**config.mk**
```make
export PLATFORM = sky130hd
export DESIGN_NAME = ansi_escape_sequence_parser
export DESIGN_NICKNAME = d
export VERILOG_FILES = /design/src/aesp_pkg.sv /design/src/ansi_escape_sequence_parser.sv
export SDC_FILE = /design/constraint.sdc
export NUM_CORES = 1
export LEC_CHECK = 0
export BUFFER_PORTS_ARGS = -buffer_cell sky130_fd_sc_hd__buf_4
export CAP_MARGIN = 40
export CELL_PAD_IN_SITES_DETAIL_PLACEMENT = 0
export CELL_PAD_IN_SITES_GLOBAL_PLACEMENT = 2
export CORE_MARGIN = 3
export CORE_UTILIZATION = 40
export DETAILED_ROUTE_END_ITERATION = 8
export PLACE_DENSITY_LB_ADDON = 0.3
export SKIP_LAST_GASP = 1
export SYNTH_ARGS = -nofsm -noshare
export SYNTH_HDL_FRONTEND = slang
export SYNTH_SLANG_ARGS = --single-unit
```
**constraint.sdc**
```tcl
create_clock -name clk -period 5 [get_ports clk]
set_clock_uncertainty 0.1 [all_clocks]
set_input_delay 1 -clock clk [delete_from_list [all_inputs] [get_ports clk]]
set_output_delay 1 -clock clk [all_outputs]
set_load 0.05 [all_outputs]
```
**src/aesp_pkg.sv**
```systemverilog
// ----------------------------------------------------------------------------
// aesp_pkg: shared types and constants for the escape sequence parser
// Holds the parser and sequencer state types, the byte codes the parser
// recognizes, the attribute constants and the color-code update function.
// ----------------------------------------------------------------------------
package aesp_pkg;

  // Parser states, one code per point in an ESC [ sequence.
  typedef enum logic [3:0] {
    PS_INIT    = 4'd0,
    PS_ESC     = 4'd1,
    PS_BRACE   = 4'd2,
    PS_SAVE    = 4'd3,
    PS_RESTORE = 4'd4,
    PS_CLEAR   = 4'd5,
    PS_ERASE   = 4'd6,
    PS_DIGIT   = 4'd7,
    PS_UP      = 4'd8,
    PS_DOWN    = 4'd9,
    PS_FWD     = 4'd10,
    PS_BACK    = 4'd11,
    PS_COLOR   = 4'd12,
    PS_SEMI    = 4'd13
  } ps_t;

  // Sequencer states: waiting for a byte, or working on the one held.
  typedef enum logic {
    SEQ_IDLE = 1'b0,
    SEQ_RUN  = 1'b1
  } seq_t;

  // Byte codes.
  localparam logic [7:0] CH_ESC     = 8'h1b;
  localparam logic [7:0] CH_LBRACK  = 8'h5b;
  localparam logic [7:0] CH_ZERO    = 8'h30;
  localparam logic [7:0] CH_NINE    = 8'h39;
  localparam logic [7:0] CH_TWO     = 8'h32;
  localparam logic [7:0] CH_SEMI    = 8'h3b;
  localparam logic [7:0] CH_UP      = 8'h41;
  localparam logic [7:0] CH_DOWN    = 8'h42;
  localparam logic [7:0] CH_FWD     = 8'h43;
  localparam logic [7:0] CH_BACK    = 8'h44;
  localparam logic [7:0] CH_ERASE   = 8'h4b;
  localparam logic [7:0] CH_COLOR   = 8'h6d;
  localparam logic [7:0] CH_SAVE    = 8'h73;
  localparam logic [7:0] CH_RESTORE = 8'h75;

  // Attribute constants.
  localparam logic [15:0] ATTR_RESET = 16'h0700;
  localparam logic [15:0] ATTR_BLINK = 16'h8000;
  localparam logic [15:0] FG_MASK    = 16'h0700;
  localparam logic [15:0] BG_MASK    = 16'h7000;

  // Select graphic rendition codes.
  localparam logic [7:0] SGR_RESET = 8'd0;
  localparam logic [7:0] SGR_BLINK = 8'd5;
  localparam logic [7:0] SGR_FG_LO = 8'd30;
  localparam logic [7:0] SGR_FG_HI = 8'd37;
  localparam logic [7:0] SGR_BG_LO = 8'd40;
  localparam logic [7:0] SGR_BG_HI = 8'd47;

  // Applies one color code to an attribute word; unknown codes leave it alone.
  function automatic logic [15:0] apply_sgr(input logic [15:0] attr, input logic [7:0] v);
    logic [15:0] res;
    logic [7:0]  fg;
    logic [7:0]  bg;
    res = attr;
    fg  = v - SGR_FG_LO;
    bg  = v - SGR_BG_LO;
    if (v == SGR_RESET) begin
      res = ATTR_RESET;
    end else if (v == SGR_BLINK) begin
      res = attr | ATTR_BLINK;
    end else if (v >= SGR_FG_LO && v <= SGR_FG_HI) begin
      res = (attr & ~FG_MASK) | {5'b0, fg[2:0], 8'b0};
    end else if (v >= SGR_BG_LO && v <= SGR_BG_HI) begin
      res = (attr & ~BG_MASK) | {1'b0, bg[2:0], 12'b0};
    end
    return res;
  endfunction

endpackage

```
**src/ansi_escape_sequence_parser.sv**
```systemverilog
// ----------------------------------------------------------------------------
// ansi_escape_sequence_parser: console escape sequence parser
// Parses ESC [ sequences byte by byte, keeps the text attribute and a saved
// copy, moves the cursor and flags screen or line clears.
// ----------------------------------------------------------------------------
//
// Channel   Direction  Payload
// s_axis    in         char_in, cursor_in
// m_axis    out        attribute, cursor_out, clear_screen, clear_line, idle
//
// Each byte is accepted in the idle state and then run through the parser
// step in the run state. For the byte after a color command, the color walk
// first applies the stored parameters over the shared read port, one entry a
// cycle. The result waits in an output register; the step is only committed
// once that register is free, so a stalled output holds the parser.
// Synchronous reset returns the parser to its initial state with the default
// attribute; the block is ready for a byte as soon as reset is released.
//
module ansi_escape_sequence_parser #(
  parameter int MAX_PARAMS   = 8,
  parameter int SCREEN_COLS  = 80,
  parameter int SCREEN_CELLS = 2000
) (
  input  logic        clk,
  input  logic        rst,
  input  logic        s_axis_tvalid,
  output logic        s_axis_tready,
  input  logic [23:0] s_axis_tdata,   // char_in[7:0], cursor_in[18:8], zero fill
  output logic        m_axis_tvalid,
  input  logic        m_axis_tready,
  output logic [31:0] m_axis_tdata    // attribute[15:0], cursor_out[26:16],
                                      // clear_screen[27], clear_line[28],
                                      // idle[29], zero fill
);

  localparam int IDX_W = (MAX_PARAMS > 1) ? $clog2(MAX_PARAMS) : 1;
  localparam int CNT_W = $clog2(MAX_PARAMS + 1);
  localparam int POS_W = 17;

  // Registers.
  aesp_pkg::seq_t    seq, seq_next;
  aesp_pkg::ps_t     pstate, pstate_next;
  logic [7:0]        param_values [MAX_PARAMS];
  logic [IDX_W-1:0]  param_index, param_index_next;
  logic [CNT_W-1:0]  param_count, param_count_next;
  logic [CNT_W-1:0]  walk_idx, walk_idx_next;
  logic [15:0]       current_attr, current_attr_next;
  logic [15:0]       saved_attr, saved_attr_next;
  logic [7:0]        char_r, char_r_next;
  logic [10:0]       cursor_r, cursor_r_next;
  logic              out_valid, out_valid_next;
  logic [31:0]       out_data, out_data_next;

  // Parameter register write controls.
  logic              pv_clear;
  logic              pv_we;
  logic [IDX_W-1:0]  pv_waddr;
  logic [7:0]        pv_wdata;

  // Shared datapath signals.
  logic              is_digit;
  logic [CNT_W-1:0]  idx_inc;
  logic [IDX_W-1:0]  semi_idx;
  logic [CNT_W-1:0]  semi_cnt;
  logic [CNT_W-1:0]  cnt_inc;
  logic [IDX_W-1:0]  acc_slot;
  logic [IDX_W-1:0]  rd_addr;
  logic [7:0]        rd_val;
  logic [7:0]        mac;
  logic [POS_W-1:0]  pos_w;
  logic [POS_W-1:0]  cols_w;
  logic [10:0]       pos;
  logic              cls;
  logic              cll;

  assign s_axis_tready = (seq == aesp_pkg::SEQ_IDLE);
  assign m_axis_tvalid = out_valid;
  assign m_axis_tdata  = out_data;

  // Digit test, and index and count advance for a semicolon.
  always_comb begin
    is_digit = (char_r >= aesp_pkg::CH_ZERO) && (char_r <= aesp_pkg::CH_NINE);
    idx_inc  = CNT_W'(param_index) + CNT_W'(1);
    cnt_inc  = (param_count < CNT_W'(MAX_PARAMS)) ? param_count + CNT_W'(1) : param_count;
    if (idx_inc < CNT_W'(MAX_PARAMS)) begin
      semi_idx = idx_inc[IDX_W-1:0];
      semi_cnt = cnt_inc;
    end else begin
      semi_idx = '0;
      semi_cnt = param_count;
    end
  end

  // One read port into the parameter registers, shared by the decimal
  // accumulator and the color walk; also the widened cursor and column width.
  always_comb begin
    acc_slot = (pstate == aesp_pkg::PS_SEMI) ? semi_idx : param_index;
    rd_addr  = (pstate == aesp_pkg::PS_COLOR) ? walk_idx[IDX_W-1:0] : acc_slot;
    rd_val   = param_values[rd_addr];
    mac      = 8'({rd_val, 3'b0}) + 8'({rd_val, 1'b0}) + {4'b0, char_r[3:0]};
    pos_w    = {6'b0, cursor_r};
    cols_w   = POS_W'(SCREEN_COLS);
  end

  // Sequencer and parser step.
  always_comb begin
    seq_next          = seq;
    pstate_next       = pstate;
    param_index_next  = param_index;
    param_count_next  = param_count;
    walk_idx_next     = walk_idx;
    current_attr_next = current_attr;
    saved_attr_next   = saved_attr;
    char_r_next       = char_r;
    cursor_r_next     = cursor_r;
    out_valid_next    = out_valid && !m_axis_tready;
    out_data_next     = out_data;
    pv_clear          = 1'b0;
    pv_we             = 1'b0;
    pv_waddr          = acc_slot;
    pv_wdata          = mac;
    pos               = cursor_r;
    cls               = 1'b0;
    cll               = 1'b0;

    case (seq)
      aesp_pkg::SEQ_IDLE: begin
        if (s_axis_tvalid) begin
          char_r_next   = s_axis_tdata[7:0];
          cursor_r_next = s_axis_tdata[18:8];
          walk_idx_next = '0;
          seq_next      = aesp_pkg::SEQ_RUN;
        end
      end
      aesp_pkg::SEQ_RUN: begin
        if (pstate == aesp_pkg::PS_COLOR && walk_idx < param_count) begin
          // Color walk: one stored code per cycle.
          current_attr_next = aesp_pkg::apply_sgr(current_attr, rd_val);
          walk_idx_next     = walk_idx + CNT_W'(1);
        end else if (!out_valid || m_axis_tready) begin
          pstate_next = aesp_pkg::PS_INIT;
          case (pstate)
            aesp_pkg::PS_INIT: begin
              pv_clear         = 1'b1;
              param_index_next = '0;
              param_count_next = '0;
              if (char_r == aesp_pkg::CH_ESC) begin
                pstate_next = aesp_pkg::PS_ESC;
              end
            end
            aesp_pkg::PS_ESC: begin
              if (char_r == aesp_pkg::CH_LBRACK) begin
                pstate_next = aesp_pkg::PS_BRACE;
              end
            end
            aesp_pkg::PS_BRACE: begin
              if (is_digit) begin
                pv_we            = 1'b1;
                param_count_next = cnt_inc;
                pstate_next      = (char_r == aesp_pkg::CH_TWO) ? aesp_pkg::PS_CLEAR
                                                                : aesp_pkg::PS_DIGIT;
              end else if (char_r == aesp_pkg::CH_ERASE) begin
                pstate_next = aesp_pkg::PS_ERASE;
              end else if (char_r == aesp_pkg::CH_RESTORE) begin
                pstate_next = aesp_pkg::PS_RESTORE;
              end else if (char_r == aesp_pkg::CH_SAVE) begin
                pstate_next = aesp_pkg::PS_SAVE;
              end
            end
            aesp_pkg::PS_SAVE: begin
              saved_attr_next = current_attr;
            end
            aesp_pkg::PS_RESTORE: begin
              current_attr_next = saved_attr;
            end
            aesp_pkg::PS_CLEAR: begin
              cls = 1'b1;
            end
            aesp_pkg::PS_ERASE: begin
              cll = 1'b1;
            end
            aesp_pkg::PS_DIGIT: begin
              if (is_digit) begin
                pv_we       = 1'b1;
                pstate_next = aesp_pkg::PS_DIGIT;
              end else if (char_r == aesp_pkg::CH_SEMI) begin
                pstate_next = aesp_pkg::PS_SEMI;
              end else if (char_r == aesp_pkg::CH_UP) begin
                pstate_next = aesp_pkg::PS_UP;
              end else if (char_r == aesp_pkg::CH_DOWN) begin
                pstate_next = aesp_pkg::PS_DOWN;
              end else if (char_r == aesp_pkg::CH_FWD) begin
                pstate_next = aesp_pkg::PS_FWD;
              end else if (char_r == aesp_pkg::CH_BACK) begin
                pstate_next = aesp_pkg::PS_BACK;
              end else if (char_r == aesp_pkg::CH_COLOR) begin
                pstate_next = aesp_pkg::PS_COLOR;
              end
            end
            aesp_pkg::PS_UP: begin
              if (pos_w > cols_w) begin
                pos = 11'(pos_w - cols_w);
              end
            end
            aesp_pkg::PS_DOWN: begin
              if (pos_w + cols_w < POS_W'(SCREEN_CELLS)) begin
                pos = 11'(pos_w + cols_w);
              end
            end
            aesp_pkg::PS_FWD: begin
              if (pos_w < cols_w) begin
                pos = cursor_r + 11'd1;
              end
            end
            aesp_pkg::PS_BACK: begin
              if (cursor_r != 11'd0) begin
                pos = cursor_r - 11'd1;
              end
            end
            aesp_pkg::PS_COLOR: begin
              // The walk has already brought the attribute up to date.
            end
            aesp_pkg::PS_SEMI: begin
              param_index_next = semi_idx;
              param_count_next = semi_cnt;
              if (is_digit) begin
                pv_we       = 1'b1;
                pstate_next = aesp_pkg::PS_DIGIT;
              end else if (char_r == aesp_pkg::CH_COLOR) begin
                pstate_next = aesp_pkg::PS_COLOR;
              end
            end
            default: begin
              pstate_next = aesp_pkg::PS_INIT;
            end
          endcase
          out_valid_next = 1'b1;
          out_data_next  = {2'b0, (pstate_next == aesp_pkg::PS_INIT), cll, cls, pos,
                            current_attr_next};
          seq_next       = aesp_pkg::SEQ_IDLE;
        end
      end
      default: begin
        seq_next = aesp_pkg::SEQ_IDLE;
      end
    endcase
  end

  // Control and attribute registers.
  always_ff @(posedge clk) begin
    if (rst) begin
      seq          <= aesp_pkg::SEQ_IDLE;
      pstate       <= aesp_pkg::PS_INIT;
      param_index  <= '0;
      param_count  <= '0;
      walk_idx     <= '0;
      current_attr <= aesp_pkg::ATTR_RESET;
      saved_attr   <= aesp_pkg::ATTR_RESET;
      out_valid    <= 1'b0;
    end else begin
      seq          <= seq_next;
      pstate       <= pstate_next;
      param_index  <= param_index_next;
      param_count  <= param_count_next;
      walk_idx     <= walk_idx_next;
      current_attr <= current_attr_next;
      saved_attr   <= saved_attr_next;
      out_valid    <= out_valid_next;
    end
  end

  // Parameter registers: cleared together, written one slot at a time.
  always_ff @(posedge clk) begin
    if (rst || pv_clear) begin
      for (int i = 0; i < MAX_PARAMS; i++) begin
        param_values[i] <= 8'd0;
      end
    end else if (pv_we) begin
      param_values[pv_waddr] <= pv_wdata;
    end
  end

  // Payload registers.
  always_ff @(posedge clk) begin
    char_r   <= char_r_next;
    cursor_r <= cursor_r_next;
    out_data <= out_data_next;
  end

endmodule
```
* After elaboration in Yosys (flattened, before gate mapping)
Memory sizes are Yosys's and may differ from the RTL's. Cells that the tools add are included.
Operators by class: add/subtract/negate cells 11, magnitude comparators 12, equality and inequality tests 33, muxes and demuxes 68, bitwise gates (word level) 4, reduce and logical (&&, ||, !) cells 26
Operator list (number):
- 2-to-1 mux 16 bit | 7
- equality test 8 x 7 -> 1 bit, second input constant | 9
- 2-to-1 mux 4 bit | 16
- 2-to-1 mux 11 bit | 4
- case mux 11 bit (4 select lines) | 1
- equality test 4 bit, second input constant | 6
- less-or-equal comparator 8 x 6 -> 1 bit, second input constant | 3
- 2-to-1 mux 1 bit | 24
- 2-to-1 mux 3 bit | 7
- case mux 4 bit (5 select lines) | 1
- less-than comparator 17 x 11 -> 1 bit, second input constant | 1
- equality test 4 x 3 -> 1 bit, second input constant | 4
- equality test 8 x 6 -> 1 bit, second input constant | 2
- >= comparator 8 x 6 -> 1 bit, second input constant | 2
- OR 16 x 11 -> 16 bit | 1
- OR 16 x 15 -> 16 bit | 1
- adder 11 x 7 -> 12 bit, second input constant | 1
- case mux 4 bit (3 select lines) | 1
- AND reduction 4 bit | 3
- adder 11 x 1 -> 11 bit, second input constant | 1
- > comparator 11 x 7 -> 1 bit, second input constant | 1
- less-than comparator 11 x 7 -> 1 bit, second input constant | 1
- nonzero test 11 bit | 1
- subtractor 11 x 1 -> 11 bit, second input constant | 1
- 37 further kinds | 55
Word-level totals: flip-flop bits (word level) 98, memory bits (writable) 64, input bits 28, output and inout port bits 34, word-level logic and storage cells 167, memories 1
Memories:
- param_values | words 8, width 8, read ports 1, clocked after Yosys merged registers in 0, wr ports 8, RTL line ansi_escape_sequence_parser.sv:43 | logic [7:0] param_values [MAX_PARAMS];

* Longest topological paths before layout
Gate-level depths: netlist of the first run.
word-level depth 13, depth in mapped cells 22, gate-level depth less buffers 19

* Worst setup path before layout of the first run
No wires, ideal clock.
path kind reg-to-reg, start point reg pstate[1], end point mem param_values[0][7], data pin, library setup time 0.272 ns, data arrival time 4.224 ns, required time 4.628 ns, slack 0.403 ns, cell stages (with the launch flop) 23, path buffers 3, period minus slack after synthesis 4.597 ns, cell sequence dfxtp_1 -> buf_6 -> nand4b_4 -> inv_1 -> ha_1 -> inv_1 -> mux2i_2 -> buf_6 -> buf_6 -> mux2i_1 -> mux2i_1 -> mux2i_1 -> inv_1 -> fa_1 -> ha_1 -> a21o_1 -> a21oi_1 -> o21bai_1 -> a21oi_1 -> xnor2_1 -> xnor2_1 -> xnor2_1 -> nor2_1
RTL lines:
- from (decl) | RTL line ansi_escape_sequence_parser.sv:42 | aesp_pkg::ps_t pstate, pstate_next;
- from (signal assigned) | RTL line ansi_escape_sequence_parser.sv:253 | pstate <= aesp_pkg::PS_INIT;
- from (signal assigned) | RTL line ansi_escape_sequence_parser.sv:262 | pstate <= pstate_next;
- to (decl) | RTL line ansi_escape_sequence_parser.sv:43

==> results of run 1 <==
-- per-layer routing --
metal,up-vias,GRT usage,part of all wire
li1,3288,-,-
met5,-,0,0
met3,25,0.0357,0.043
met1,3266,0.248,0.47
met2,197,0.291,0.47
met4,0,0.0467,0.013
-- area by class of cell --
type,instances,area [µm²]
Fill cell,1947,11100
Multi-Input combinational cell,625,4090
Inverter,26,98.8
Timing Repair Buffer,88,678
Tap cell,275,344
Sequential cell,162,4370
Clock inverter,14,116
Clock buffer,18,450
-- Yosys cell counts (3+ instances only) --
cell type                  count  share of area
sky130_fd_sc_hd__edfxtp_1    113           0.39
sky130_fd_sc_hd__nand2_1      94          0.040
sky130_fd_sc_hd__nor2_1       91          0.039
sky130_fd_sc_hd__a21oi_1      60          0.034
sky130_fd_sc_hd__mux2i_1      52          0.059
sky130_fd_sc_hd__dfxtp_1      49           0.11
sky130_fd_sc_hd__and3_1       40          0.029
sky130_fd_sc_hd__clkbuf_1     34          0.015
sky130_fd_sc_hd__o21ai_0      29          0.017
sky130_fd_sc_hd__nand3_1      28          0.016
sky130_fd_sc_hd__ha_1         24          0.034
sky130_fd_sc_hd__nor3_1       21          0.012
sky130_fd_sc_hd__mux2_2       20          0.026
sky130_fd_sc_hd__inv_1        19         0.0081
sky130_fd_sc_hd__xnor2_1      14          0.014
sky130_fd_sc_hd__nor4_1       13         0.0093
sky130_fd_sc_hd__o21ai_1      11         0.0063
sky130_fd_sc_hd__nand2b_1     10         0.0071
sky130_fd_sc_hd__nor2b_1       8         0.0057
sky130_fd_sc_hd__o22ai_1       7         0.0050
sky130_fd_sc_hd__a32oi_1       6         0.0060
sky130_fd_sc_hd__buf_4         6         0.0051
sky130_fd_sc_hd__nand4_1       6         0.0043
sky130_fd_sc_hd__o211ai_1      6         0.0051
sky130_fd_sc_hd__o221ai_1      6         0.0060
sky130_fd_sc_hd__a21o_1        5         0.0043
sky130_fd_sc_hd__a31oi_1       5         0.0036
sky130_fd_sc_hd__and2_1        5         0.0036
sky130_fd_sc_hd__buf_6         5         0.0064
sky130_fd_sc_hd__inv_2         4         0.0017
sky130_fd_sc_hd__o31ai_1       4         0.0034
sky130_fd_sc_hd__a211o_1       3         0.0030
sky130_fd_sc_hd__nand3b_1      3         0.0026
sky130_fd_sc_hd__or4_1         3         0.0026
-- sequential cells by signal, indices dropped and copies added (netlist names) --
register       cells
param_index        3
pstate             4
seq                1
char_r             8
m_axis_tdata      30
walk_idx           4
current_attr      16
saved_attr        16
m_axis_tvalid      1
cursor_r          11
param_values      64
param_count        4
-- worst register-to-register path: cells and delay by family (launching register included) --
| family | cells | cell delay, ps |
|---|---|---|
| AO/OA/AOI/OAI | 4 | 690 |
| adder cells (fa/ha/maj) | 3 | 1150 |
| AND/OR/NAND/NOR | 1 | 50 |
| XOR/XNOR | 3 | 500 |
| buffers and inverters | 2 | 350 |
| flip-flops | 1 | 490 |
| multiplexers | 4 | 1050 |
-- metrics by stage --
step	instance area, µm²	utilization	setup slack (ps)
after floorplan	8760	-	403
after global routing	10100	0.477	49.0
after CTS	10100	0.475	44.3
after global placement	9520	0.447	179
after detailed placement	9540	0.448	67.8
final	10100	0.477	360
-- worst paths after layout --
kind                            cells after the start            endpoint  slack, ps
worst max-delay path                               17  param_values[5][7]        360
worst min-delay path                                2       saved_attr[2]        350
worst max register to register                     17  param_values[5][7]        360
worst min register to register                      2       saved_attr[2]        350
-- repair_timing --
action / CTS / global route
endpoints found under the setup margin: 0 / 8
setup buffers: 0 / 2
resized for setup: 0 / 2
-- kinds of logic after synthesis --
kind of cell / after synthesis / share of synthesized area
buf+inv: 72 / 0.0380
fa+ha+maj: 26 / 0.0389
simple gates: 338 / 0.190
mux: 78 / 0.0962
flops: 162 / 0.499
compound gates: 165 / 0.121
xor+xnor: 16 / 0.0160
other cells: 1 / 0.000428
-- report_power, final --
group	switching, mW	internal (mW)
combinational	0.284	0.148
sequential	0.0475	1.51
clock	0.583	0.681
total	0.915	2.34
==> results.txt, run 1 <==
The run finished with clean final reports. After clock tree synthesis, the clock-pin slew on the worst setup and hold paths is 70 ps. Die extent in y: 154 µm.

The floorplan has 53 rows. 0 antenna diodes ended up in the layout. Leaving out fill and tap cells, the most frequent cell in the layout is sky130_fd_sc_hd__edfxtp_1.

The final layout contains 974 nets. The run gives 0 as the number of routed nets with antenna violations. Subtracting the final worst setup slack from the clock period gives 4640 ps. In this run the worst hold path is classified as reg2reg.

The run gives 0.420 as the worst relative slew slack. The tools report the remaining routing DRC violations as 0. The origin of the critical flop-to-flop path is param_index[1].

Number of synthesis warnings: 0. At the end of routability-driven placement, the weighted congestion stood at 0.867. The number of distinct library cells after synthesis is 78.

The first global-routing pass estimated 34,400 µm of wire. The number of enable flip-flop cells after synthesis is 113, and the final setup violation count is 0. The design draws 3.26 mW. The kind of cell with the highest combined delay along the critical path is adder cells. The initial cell density of the core is 0.411, and the maximum fanout encountered on the critical timing path is 7.

The tools report the detailed placer's ending HPWL as 14,900 µm. The run gives 0 ps as the total negative slack for setup checks. The tools report the sequential fraction of the synthesis area as 0.499. The type of origin of the critical path is a register.

The die width was 154 µm. Walking the worst path, the cells encountered are ha_1 > mux2_4 > mux2i_4 > mux2i_2 > mux2i_4 > inv_2 > fa_1 > ha_1 > a21o_1 > a21oi_1 > o21bai_1 > a21oi_1 > xnor2_1 > xnor2_1 > xnor2_2 > buf_4 > nor2_1. The largest individual stage delay along the critical path comes from the cell sky130_fd_sc_hd__fa_1.

The run gives 62 as the top-level port count. The routed via count is 6,776, and the transition time at the pin with the least slew margin is 868 ps. After detailed routing, the number of vias per cell comes to 5.61. Based on the critical path, the design can be clocked at up to 0.216 GHz. The number of cells after detailed placement was 1,173; the leakage power was 4.22 nW. Top flip-flop cell by instance count after synthesis: sky130_fd_sc_hd__edfxtp_1. The worst-case IR drop observed on VDD is 250 µV. After detailed routing, the total wire length is 21,100 µm. The required arrival time at the worst endpoint was 5080 ps; the layout-stage area growth over the synthesis result was 15.9%. At the worst endpoint, the arrival time is 4720 ps. The tools report the number of DRC markers in iteration 0 as 559.

The clock latency on the worst-skew pair was 440 ps. STA classifies the critical path endpoint as a register. Final-report max-slew violation count: 0.

The tools report the final instance count without filler cells as 1,208. Synthesized area divided by synthesized cell count: 10.2 µm². The number of sinks on the clock net came out at 162. The run gives 23,700 µm² as the overall die area.

Worst path buffer plus inverter count: 2. Tracing the worst setup path back leads to its startpoint at param_index[1]. The H-tree was split into 4 levels.

The initial antenna violation count is 0. In this design, the stage delay of the slowest critical-path cell is 500 ps. The worst hold path begins at saved_attr[2]. The top cell types in the final layout, fill and taps aside, are 113 x sky130_fd_sc_hd__edfxtp_1, 94 x sky130_fd_sc_hd__nand2_1, 91 x sky130_fd_sc_hd__nor2_1, 85 x sky130_fd_sc_hd__buf_4, 60 x sky130_fd_sc_hd__a21oi_1. The tools report the placeable core region as 21,300 µm². By startpoint and endpoint, the worst setup path is classified as reg2reg. The total overflow reported by the global router is 0. Power spread over the standard cell area amounts to 321 nW/µm².

The tool flagged a number of max-cap violations equal to 0. The tightest hold margin is 351 ps. For this design, the CTS-stage hold fixing added 0 buffers. Setup repair after global routing left no endpoint under its margin. Counting along the longest clock path gives a buffer depth of 2. The count of buffers added on input and output ports is 54. The overall track demand over capacity in global routing is 0.180, and the number of global-route vias before repair is 6,577.

Dividing the detail-routed wire length by the instance count gives 17.4 µm. The cell area that synthesis handed to floorplanning was 8760 µm². Share of post-route cells with drive strength above 1: 0.179. In the synthesized netlist, the number of instances is 858. The post-route clock period utilization is 0.928, and the proportion of register bits with asynchronous set or reset after synthesis is 0. The final hold violation count was 0. Before antenna repair, the detailed router went through 5 iterations. The total clock buffers created by CTS is 17. The tools report the clock root buffer as sky130_fd_sc_hd__clkbuf_16. TritonCTS built the clock tree. The number of synthesized register bits was 162; the maximum number of pins on one net before global-route repair was 41.
Note: power is estimated with default switching activity, not from simulation.
==> run 2: changes to the inputs <==
--- a/config.mk
+++ b/config.mk
@@ -9,6 +9,7 @@
 export CAP_MARGIN = 40
 export CELL_PAD_IN_SITES_DETAIL_PLACEMENT = 0
 export CELL_PAD_IN_SITES_GLOBAL_PLACEMENT = 2
+export CORE_ASPECT_RATIO = 0.75
 export CORE_MARGIN = 3
 export CORE_UTILIZATION = 40
 export DETAILED_ROUTE_END_ITERATION = 8
==> run 2 against run 1 <==
Non-clock buffer count is 1 lower. Sequential power hardly changed. Global-route usage is 2.1 points higher. Clock-buffer cell count is 1 lower. Combinational power is 2% higher. Worst hold slack better by 2.1 ps. Critical path type unchanged. Setup slack better by 8.4 ps. Largest power group unchanged. Utilization is 0.17 points higher. Via count is 1.7% higher. Wire length is 11% higher. First-iteration DRC count is 4.3% higher. Register-to-register slack hardly changed.
==> results.txt, run 2 (synthesis results as in run 1) <==
The run finished with clean final reports. Most common cell after layout, fill and taps aside: sky130_fd_sc_hd__edfxtp_1. Worst IR drop on VDD: 233 µV (-6.7%). The worst min-delay path startpoint was saved_attr[15]. The total clock buffers created by CTS is 17 (unchanged). The origin of the critical flop-to-flop path was param_index[1].

The final weighted congestion in routability-driven placement was 0.869 (+0.29%); the post-route clock period utilization was 0.926 (-0.00168). The number of routed nets with antenna violations was 0 (unchanged); the maximum number of pins on one net before global-route repair was 41 (unchanged). The number of DRC markers in iteration 0 is 583 (+4.3%), and the arrival time at the worst endpoint is 4710 ps (about the same). The placeable core region was 21,300 µm² (about the same); the number of detailed-route iterations in the first pass was 5 (unchanged). Tracing the worst setup path back leads to its startpoint at param_index[1]. The run gives 162 (unchanged) as the number of sinks on the clock net. The average vias per placed instance is 5.65 (+0.71%), and the maximum fanout encountered on the critical timing path is 8 (+1).

The average detailed-routed wire length per instance works out to 19.1 µm (+9.6%). The run gives 62 (unchanged) as the top-level port count. The remaining routing DRC violations was 0 (unchanged); the transition time at the pin with the least slew margin was 921 ps (+52.3 ps).

The die width works out to 177 µm (+15%). Overall die area: 23,700 µm² (about the same). The logs give 6,892 (+1.7%) for the routed via count and 0 (unchanged) for the initial antenna violation count. For the total negative slack for setup checks, the log shows 0 ps (unchanged). The worst setup path is captured at a register. Number of global-route vias before repair: 6,814 (+3.6%). The leakage power is 4.22 nW (about the same), and the share of post-route cells with drive strength above 1 is 0.177 (-0.00195).

The number of H-tree levels came out at 4 (unchanged). The logs give 5070 ps (about the same) for the required arrival time at the worst endpoint and 0 (unchanged) for the total overflow reported by the global router. The type of origin of the critical path is a register.

The area after detailed placement is 9580 µm² (+0.43%). The logs give 0 (unchanged) for the number of antenna diodes and 0 (unchanged) for the hold buffer count at CTS. The count of port buffers added during placement came out at 54 (unchanged). The tools report the final wirelength as 23,300 µm (+11%). The run gives 440 ps (about the same) as the clock latency on the worst-skew pair. The logs give 10,200 µm² (+0.40%) for the area of all placed cells without fillers and 0.216 GHz (+0.18%) for the peak clock frequency supported by timing. The final-stage net count is 973 (-0.10%), and the clock-pin slew of the registers on the worst-case setup and hold paths is 80 ps (about the same). For the worst relative slew slack, the log shows 0.385 (-0.0352). Setup repair after global routing left no endpoint under its margin. Startpoint-to-endpoint class of the critical path: reg2reg. The min-delay analysis places its worst path in the category reg2reg. Number of flip-flops under the largest register name: 64 (unchanged). The maximum buffer depth of the clock tree is 2 (unchanged), and the total power density per cell area is 324 nW/µm² (+0.96%).

The final hold violation count is 0 (unchanged), and the initial cell density of the core is 0.411 (about the same). The run gives 16,500 µm (+10%) as the detailed placer's ending HPWL. Relative to the synthesized area, the layout overhead comes to 16.4%.

The tightest hold margin is 353 ps (+2.13 ps). The first-pass GRT wire length was 37,100 µm (+7.9%). The final-report max-slew violation count came out at 0 (unchanged).

Number of placement rows: 46 (-13%). In the layout the commonest cells are 113 x sky130_fd_sc_hd__edfxtp_1, 94 x sky130_fd_sc_hd__nand2_1, 91 x sky130_fd_sc_hd__nor2_1, 83 x sky130_fd_sc_hd__buf_4, 60 x sky130_fd_sc_hd__a21oi_1. The die extent in y was 134 µm (-13%). The max capacitance violation total is 0 (unchanged), and the overall track demand over capacity in global routing is 0.201 (+0.0208). The final period demand of the worst path is 4630 ps (-8.41 ps).

The cell sitting at the root of the clock tree is a sky130_fd_sc_hd__clkbuf_16. The number of inserted filler cells in the final layout was 1,989 (+2.2%); the final setup violation count was 0 (unchanged). TritonCTS built the clock tree.

Most flop-heavy register: param_values.
[run 2: metal layers]
metal | global-route usage | wire length, µm
met1 | 0.307 | 11700
met2 | 0.292 | 10000
met3 | 0.0427 | 1350
met4 | 0.0440 | 244
met5 | 0 | 0
[run 2: area by class of cell]
cell class / count / area [µm²] / area share
flip-flops and latches: 162 / 4370 / 0.429
multi-input cells: 625 / 4090 / 0.401
repair buffers: 87 / 684 / 0.0672
clock buffers: 17 / 425 / 0.0417
well taps: 288 / 360 / 0.0354
clock inverters: 15 / 156 / 0.0153
inverters: 26 / 98.8 / 0.00970
[run 2: through the flow]
| stage | instances | setup WS, ps | total power, mW | utilization |
|---|---|---|---|---|
| final | 1220 | 369 | 3.30 | 0.478 |
| after detailed placement | 1187 | 50.5 | 2.03 | 0.450 |
| after CTS | 1219 | 27.4 | 3.32 | 0.477 |
| after floorplan | 859 | 403 | 1.87 | - |
| after global routing | 1220 | 57.4 | 3.43 | 0.478 |
| after global placement | 1183 | 196 | 2.01 | 0.448 |
[run 2: worst max-delay path, cell delays in order, from the launching register on]
cell and delay, ps:
sky130_fd_sc_hd__dfxtp_1 520, sky130_fd_sc_hd__ha_1 350, sky130_fd_sc_hd__mux2_4 290, sky130_fd_sc_hd__mux2i_4 310
sky130_fd_sc_hd__mux2i_1 320, sky130_fd_sc_hd__mux2i_4 150, sky130_fd_sc_hd__inv_2 150, sky130_fd_sc_hd__fa_1 480
sky130_fd_sc_hd__ha_1 330, sky130_fd_sc_hd__a21o_1 160, sky130_fd_sc_hd__a21oi_1 220, sky130_fd_sc_hd__o21bai_1 90
sky130_fd_sc_hd__a21oi_1 190, sky130_fd_sc_hd__xnor2_1 150, sky130_fd_sc_hd__xnor2_1 120, sky130_fd_sc_hd__xnor2_2 350
sky130_fd_sc_hd__nor2_1 90
[run 2: power breakdown]
part / internal [mW] / switching, mW
Combinational: 0.146 / 0.294
Sequential: 1.51 / 0.0500
Clock: 0.671 / 0.629
Total: 2.33 / 0.973
[run 2: final timing paths]
kind | end | slack (ps) | depth (start not counted)
setup / recovery | param_values[4][7] | 370 | 16
hold / removal | saved_attr[15] | 350 | 2
setup reg to reg | param_values[4][7] | 370 | 16
hold reg to reg | saved_attr[15] | 350 | 2
[run 2: repair_timing]
item / in CTS / in global routing
gates resized for setup: 0 / 1
buffers inserted: 0 / 1
endpoints found under the setup margin: 0 / 8
hold endpoints to repair: 0 / 0
==> run 3: changes to the inputs <==
--- a/config.mk
+++ b/config.mk
@@ -5,13 +5,14 @@
 export SDC_FILE = /design/constraint.sdc
 export NUM_CORES = 1
 export LEC_CHECK = 0
+export ABC_AREA = 1
 export BUFFER_PORTS_ARGS = -buffer_cell sky130_fd_sc_hd__buf_4
 export CAP_MARGIN = 40
 export CELL_PAD_IN_SITES_DETAIL_PLACEMENT = 0
 export CELL_PAD_IN_SITES_GLOBAL_PLACEMENT = 2
 export CORE_ASPECT_RATIO = 0.75
 export CORE_MARGIN = 3
-export CORE_UTILIZATION = 40
+export CORE_UTILIZATION = 37
 export DETAILED_ROUTE_END_ITERATION = 8
 export PLACE_DENSITY_LB_ADDON = 0.3
 export SKIP_LAST_GASP = 1
==> run 3 against run 2 <==
Non-clock buffer count is 18 lower. Combinational power is 27% higher. Die area increased by 7.2%. Register-to-register slack improved by 200 ps. Maximum frequency increased by 4.6%. Design area is 0.93% lower. Area after synthesis is 0.54% lower. Clock-buffer cell count up 2. Wire length shrank 6.3%. Largest power group unchanged.
==> results.txt, run 3 <==
The met3 global-route usage was 0.0357 (-0.00707). The tightest min-delay check is of the reg2reg type. The run finished with clean final reports. Number of global-route vias before repair: 6,780 (-0.50%). For the routed via count, the log shows 7,091 (+2.9%). The clock latency on the worst-skew pair was 430 ps (about the same); the required arrival time at the worst endpoint was 5060 ps (about the same). The number of resized instances in the post-cts repair step came out at 0 (unchanged).

STA classifies the critical path startpoint as a register. sky130_fd_sc_hd__nand2_1 is the most common cell in the netlist. The first-pass GRT wire length is 35,700 µm (-4.0%), and the final weighted congestion in routability-driven placement is 0.838 (-3.6%). For the final-stage net count, the log shows 1,179 (+21%).

TritonCTS built the clock tree. For the number of routed nets with antenna violations, the log shows 0 (unchanged). The final hold violation count came out at 0 (unchanged). The initial cell density of the core was 0.386 (-0.0255). The worst IR drop on VDD came out at 241 µV (+3.5%). The number of flip-flops under the largest register name was 64 (unchanged). For the overall die area, the log shows 25,400 µm² (+7.2%). The hold buffer count at CTS was 0 (unchanged); the number of cells produced by synthesis was 1,065 (+24%).

The tools report the clock root buffer as sky130_fd_sc_hd__clkbuf_16. The number of DRC markers in iteration 0 came out at 405 (-31%). The clock-pin slew of the registers on the worst-case setup and hold paths works out to 70 ps (about the same). The path with the worst hold slack has its endpoint at saved_attr[6]. The average detailed-routed wire length per instance was 15.3 µm (-20%).

The logs give 0 (unchanged) for the number of synthesis warnings and 9530 µm² (-0.57%) for the area after detailed placement. Setup repair after global routing left no endpoint under its margin. The run gives 350 ps (-3.32 ps) as the tightest hold margin.

Top flip-flop cell by instance count after synthesis: sky130_fd_sc_hd__edfxtp_1. The final instance count without filler cells was 1,432 (+17%); the proportion of register bits with asynchronous set or reset after synthesis was 0 (unchanged). Maximum single-stage delay on the critical path: 360 ps (-160 ps). Tracing the worst setup path back leads to its startpoint at pstate[1].

The worst flop-to-flop path endpoint was param_values[7][7]. The initial antenna violation count was 0 (unchanged); the placeable core region was 22,600 µm² (+6.0%). The compound-cell area share of the yosys netlist was 0.0963 (-0.0249). In the post-synthesis netlist, the biggest area contributors are sky130_fd_sc_hd__edfxtp_1 39%, sky130_fd_sc_hd__dfxtp_1 11%, sky130_fd_sc_hd__nand2_1 11%. The maximum number of pins on one net before global-route repair was 27 (-34%).

The dominant combinational cell family by area after synthesis is simple AND/OR/NAND/NOR gates. The detailed placer's ending HPWL came out at 16,000 µm (-2.9%). The leakage power is 4.24 nW (+0.46%).

Xor-xnor portion of the synthesized cell area: 0.0181 (+0.00210). The tools report the worst slack at placement as 613 ps (+563 ps). More flip-flops sit in one register than any other, and that register is param_values.

The number of H-tree levels was 4 (unchanged); the final-report max-slew violation count was 0 (unchanged). The final period demand of the worst path works out to 4430 ps (-204 ps). The remaining routing DRC violations was 0 (unchanged). Ranked by instance count, the synthesized netlist is headed by 255 x sky130_fd_sc_hd__nand2_1, 148 x sky130_fd_sc_hd__nor2_1, 113 x sky130_fd_sc_hd__edfxtp_1. The run gives 0.502 (+0.00273) as the sequential fraction of the synthesis area. The total power density per cell area is 336 nW/µm² (+3.6%). The number of sinks on the clock net is 162 (unchanged). The post-route clock period utilization was 0.886 (-0.0408); the reg2reg setup slack was 570 ps (+200 ps). The overall track demand over capacity in global routing was 0.176 (-0.0247); the area share of and/or/nand/nor cells after synthesis was 0.273 (+0.0831).

The count of port buffers added during placement is 54 (unchanged), and the hold-critical path depth is 2 (unchanged). For the max capacitance violation total, the log shows 0 (unchanged). The adder-cell area share of the yosys netlist was 0.0391 (+0.000212). The die width works out to 183 µm (+3.6%).

The minimum setup slack in the final design is 572 ps (+204 ps), and the die extent in y is 139 µm (+3.5%). Synthesized area divided by synthesized cell count: 8.18 µm² (-20%). Number of distinct library cells after synthesis: 47 (-40%). The peak clock frequency supported by timing is 0.226 GHz (+4.6%). For the number of antenna diodes, the log shows 0 (unchanged).

The tools report the origin of the critical flop-to-flop path as pstate[1]. The top-level port count was 62 (unchanged). Compared with the post-synthesis result, the final layout area differs by 15.9%.

The number of detailed-route iterations in the first pass came out at 5 (unchanged). The maximum fanout encountered on the critical timing path is 26 (+18). Cell with the most instances on the worst path: sky130_fd_sc_hd__nand2_1.

The dominant cell type by area after synthesis was sky130_fd_sc_hd__edfxtp_1. The post-synthesis instance area was 8710 µm² (-0.54%). The total negative slack for setup checks was 0 ps (unchanged). The number of synthesized register bits is 162 (unchanged), and the transition time at the pin with the least slew margin is 842 ps (-78.7 ps). The worst hold path begins at saved_attr[6]. The share of post-route cells with drive strength above 1 works out to 0.120 (-0.0567).

Kind of capture point of the worst setup path: a register. The multiplexer share of the synthesized area is 0 (-0.0962), and the met1 capacity usage during global routing is 0.260 (-0.0462). The busiest layer in global routing is met2. The final wirelength was 21,900 µm (-6.3%); the depth of the most critical reg-to-reg path was 26 (+10). The slowest stage of the critical path belongs to the cell sky130_fd_sc_hd__dfxtp_1. The worst relative slew slack is 0.438 (+0.0534).

The global routing usage on met2 is 0.263 (-0.0289), and the area of all placed cells without fillers is 10,100 µm² (-0.93%). The run gives 47 (+2.2%) as the number of placement rows. The average vias per placed instance is 4.95 (-12%), and the total clock buffers created by CTS is 17 (unchanged). The number of enable flip-flop cells after synthesis works out to 113 (unchanged). The number of cells after detailed placement is 1,400 (+18%), and the maximum buffer depth of the clock tree is 2 (unchanged). The library cell used most frequently in the layout, excluding fill and tap cells, is sky130_fd_sc_hd__nand2_1. The final setup violation count was 0 (unchanged). Total overflow reported by the global router: 0 (unchanged). In the layout the commonest cells are 255 x sky130_fd_sc_hd__nand2_1, 147 x sky130_fd_sc_hd__nor2_1, 113 x sky130_fd_sc_hd__edfxtp_1, 110 x sky130_fd_sc_hd__inv_1, 92 x sky130_fd_sc_hd__nand3_1. The number of post-CTS setup repair buffers was 0 (unchanged).

The worst setup path is of the reg2reg kind. The arrival time at the worst endpoint is 4490 ps (-220 ps). The portion of synthesized cell area occupied by the leading cell type was 0.390 (+0.00212).
==> run 3: metal layers <==
layer  share of wire  routed length, µm  vias to the layer above
met4           0.013                280                        0
met2            0.43               9330                      132
li1                -                  -                     3655
met1            0.52              11400                     3287
met5               0                  0                        -
met3           0.037                809                       17
==> run 3: per-stage QoR <==
step | utilization | power (mW)
after floorplan | - | 1.94
after global placement | 0.419 | 2.13
after detailed placement | 0.422 | 2.13
after CTS | 0.447 | 3.42
after global routing | 0.447 | 3.55
final | 0.447 | 3.39
==> run 3: logic make-up after synthesis <==
group                      after synthesis
xor gates and xnor gates                18
AOI/OAI and AO/OA                      149
adders and majority gates               26
and+or+nand+nor                        553
other                                    1
buffers and inverters                  156
DFF                                    162
==> run 3: worst max-delay path: cells and delay by family, from the launching register on <==
family                   cells  cell delay [ps]
adder cells (fa/ha/maj)      3              970
flip-flops                   1              360
XOR/XNOR                     2              340
buffers and inverters        5              660
AO/OA/AOI/OAI                2              350
AND/OR/NAND/NOR             14             1350
==> run 3: area by class of cell <==
class,count,area [µm²]
Sequential cell,162,4370
Tap cell,294,368
Clock inverter,13,136
Clock buffer,19,433
Inverter,127,477
Timing Repair Buffer,69,583
Multi-Input combinational cell,748,3720
Fill cell,2265,12500
==> run 3: where the power goes <==
part / switching, mW / total (mW) / internal, mW
sequential: 0.0347 / 1.54 / 1.51
combinational: 0.386 / 0.556 / 0.170
clock: 0.555 / 1.29 / 0.734
total: 0.976 / 3.39 / 2.41
==> run 3: worst max path at each step <==
| stage | endpoint | cells after the start | slack (ps) |
|---|---|---|---|
| floorplan | param_values[0][7] | 24 | 1080 |
| global placement | param_values[7][7] | 25 | 620 |
| detailed placement | param_values[7][7] | 26 | 610 |
| CTS | param_values[0][7] | 26 | 570 |
| global route | param_values[3][7] | 26 | 140 |
| finish | param_values[7][7] | 26 | 570 |
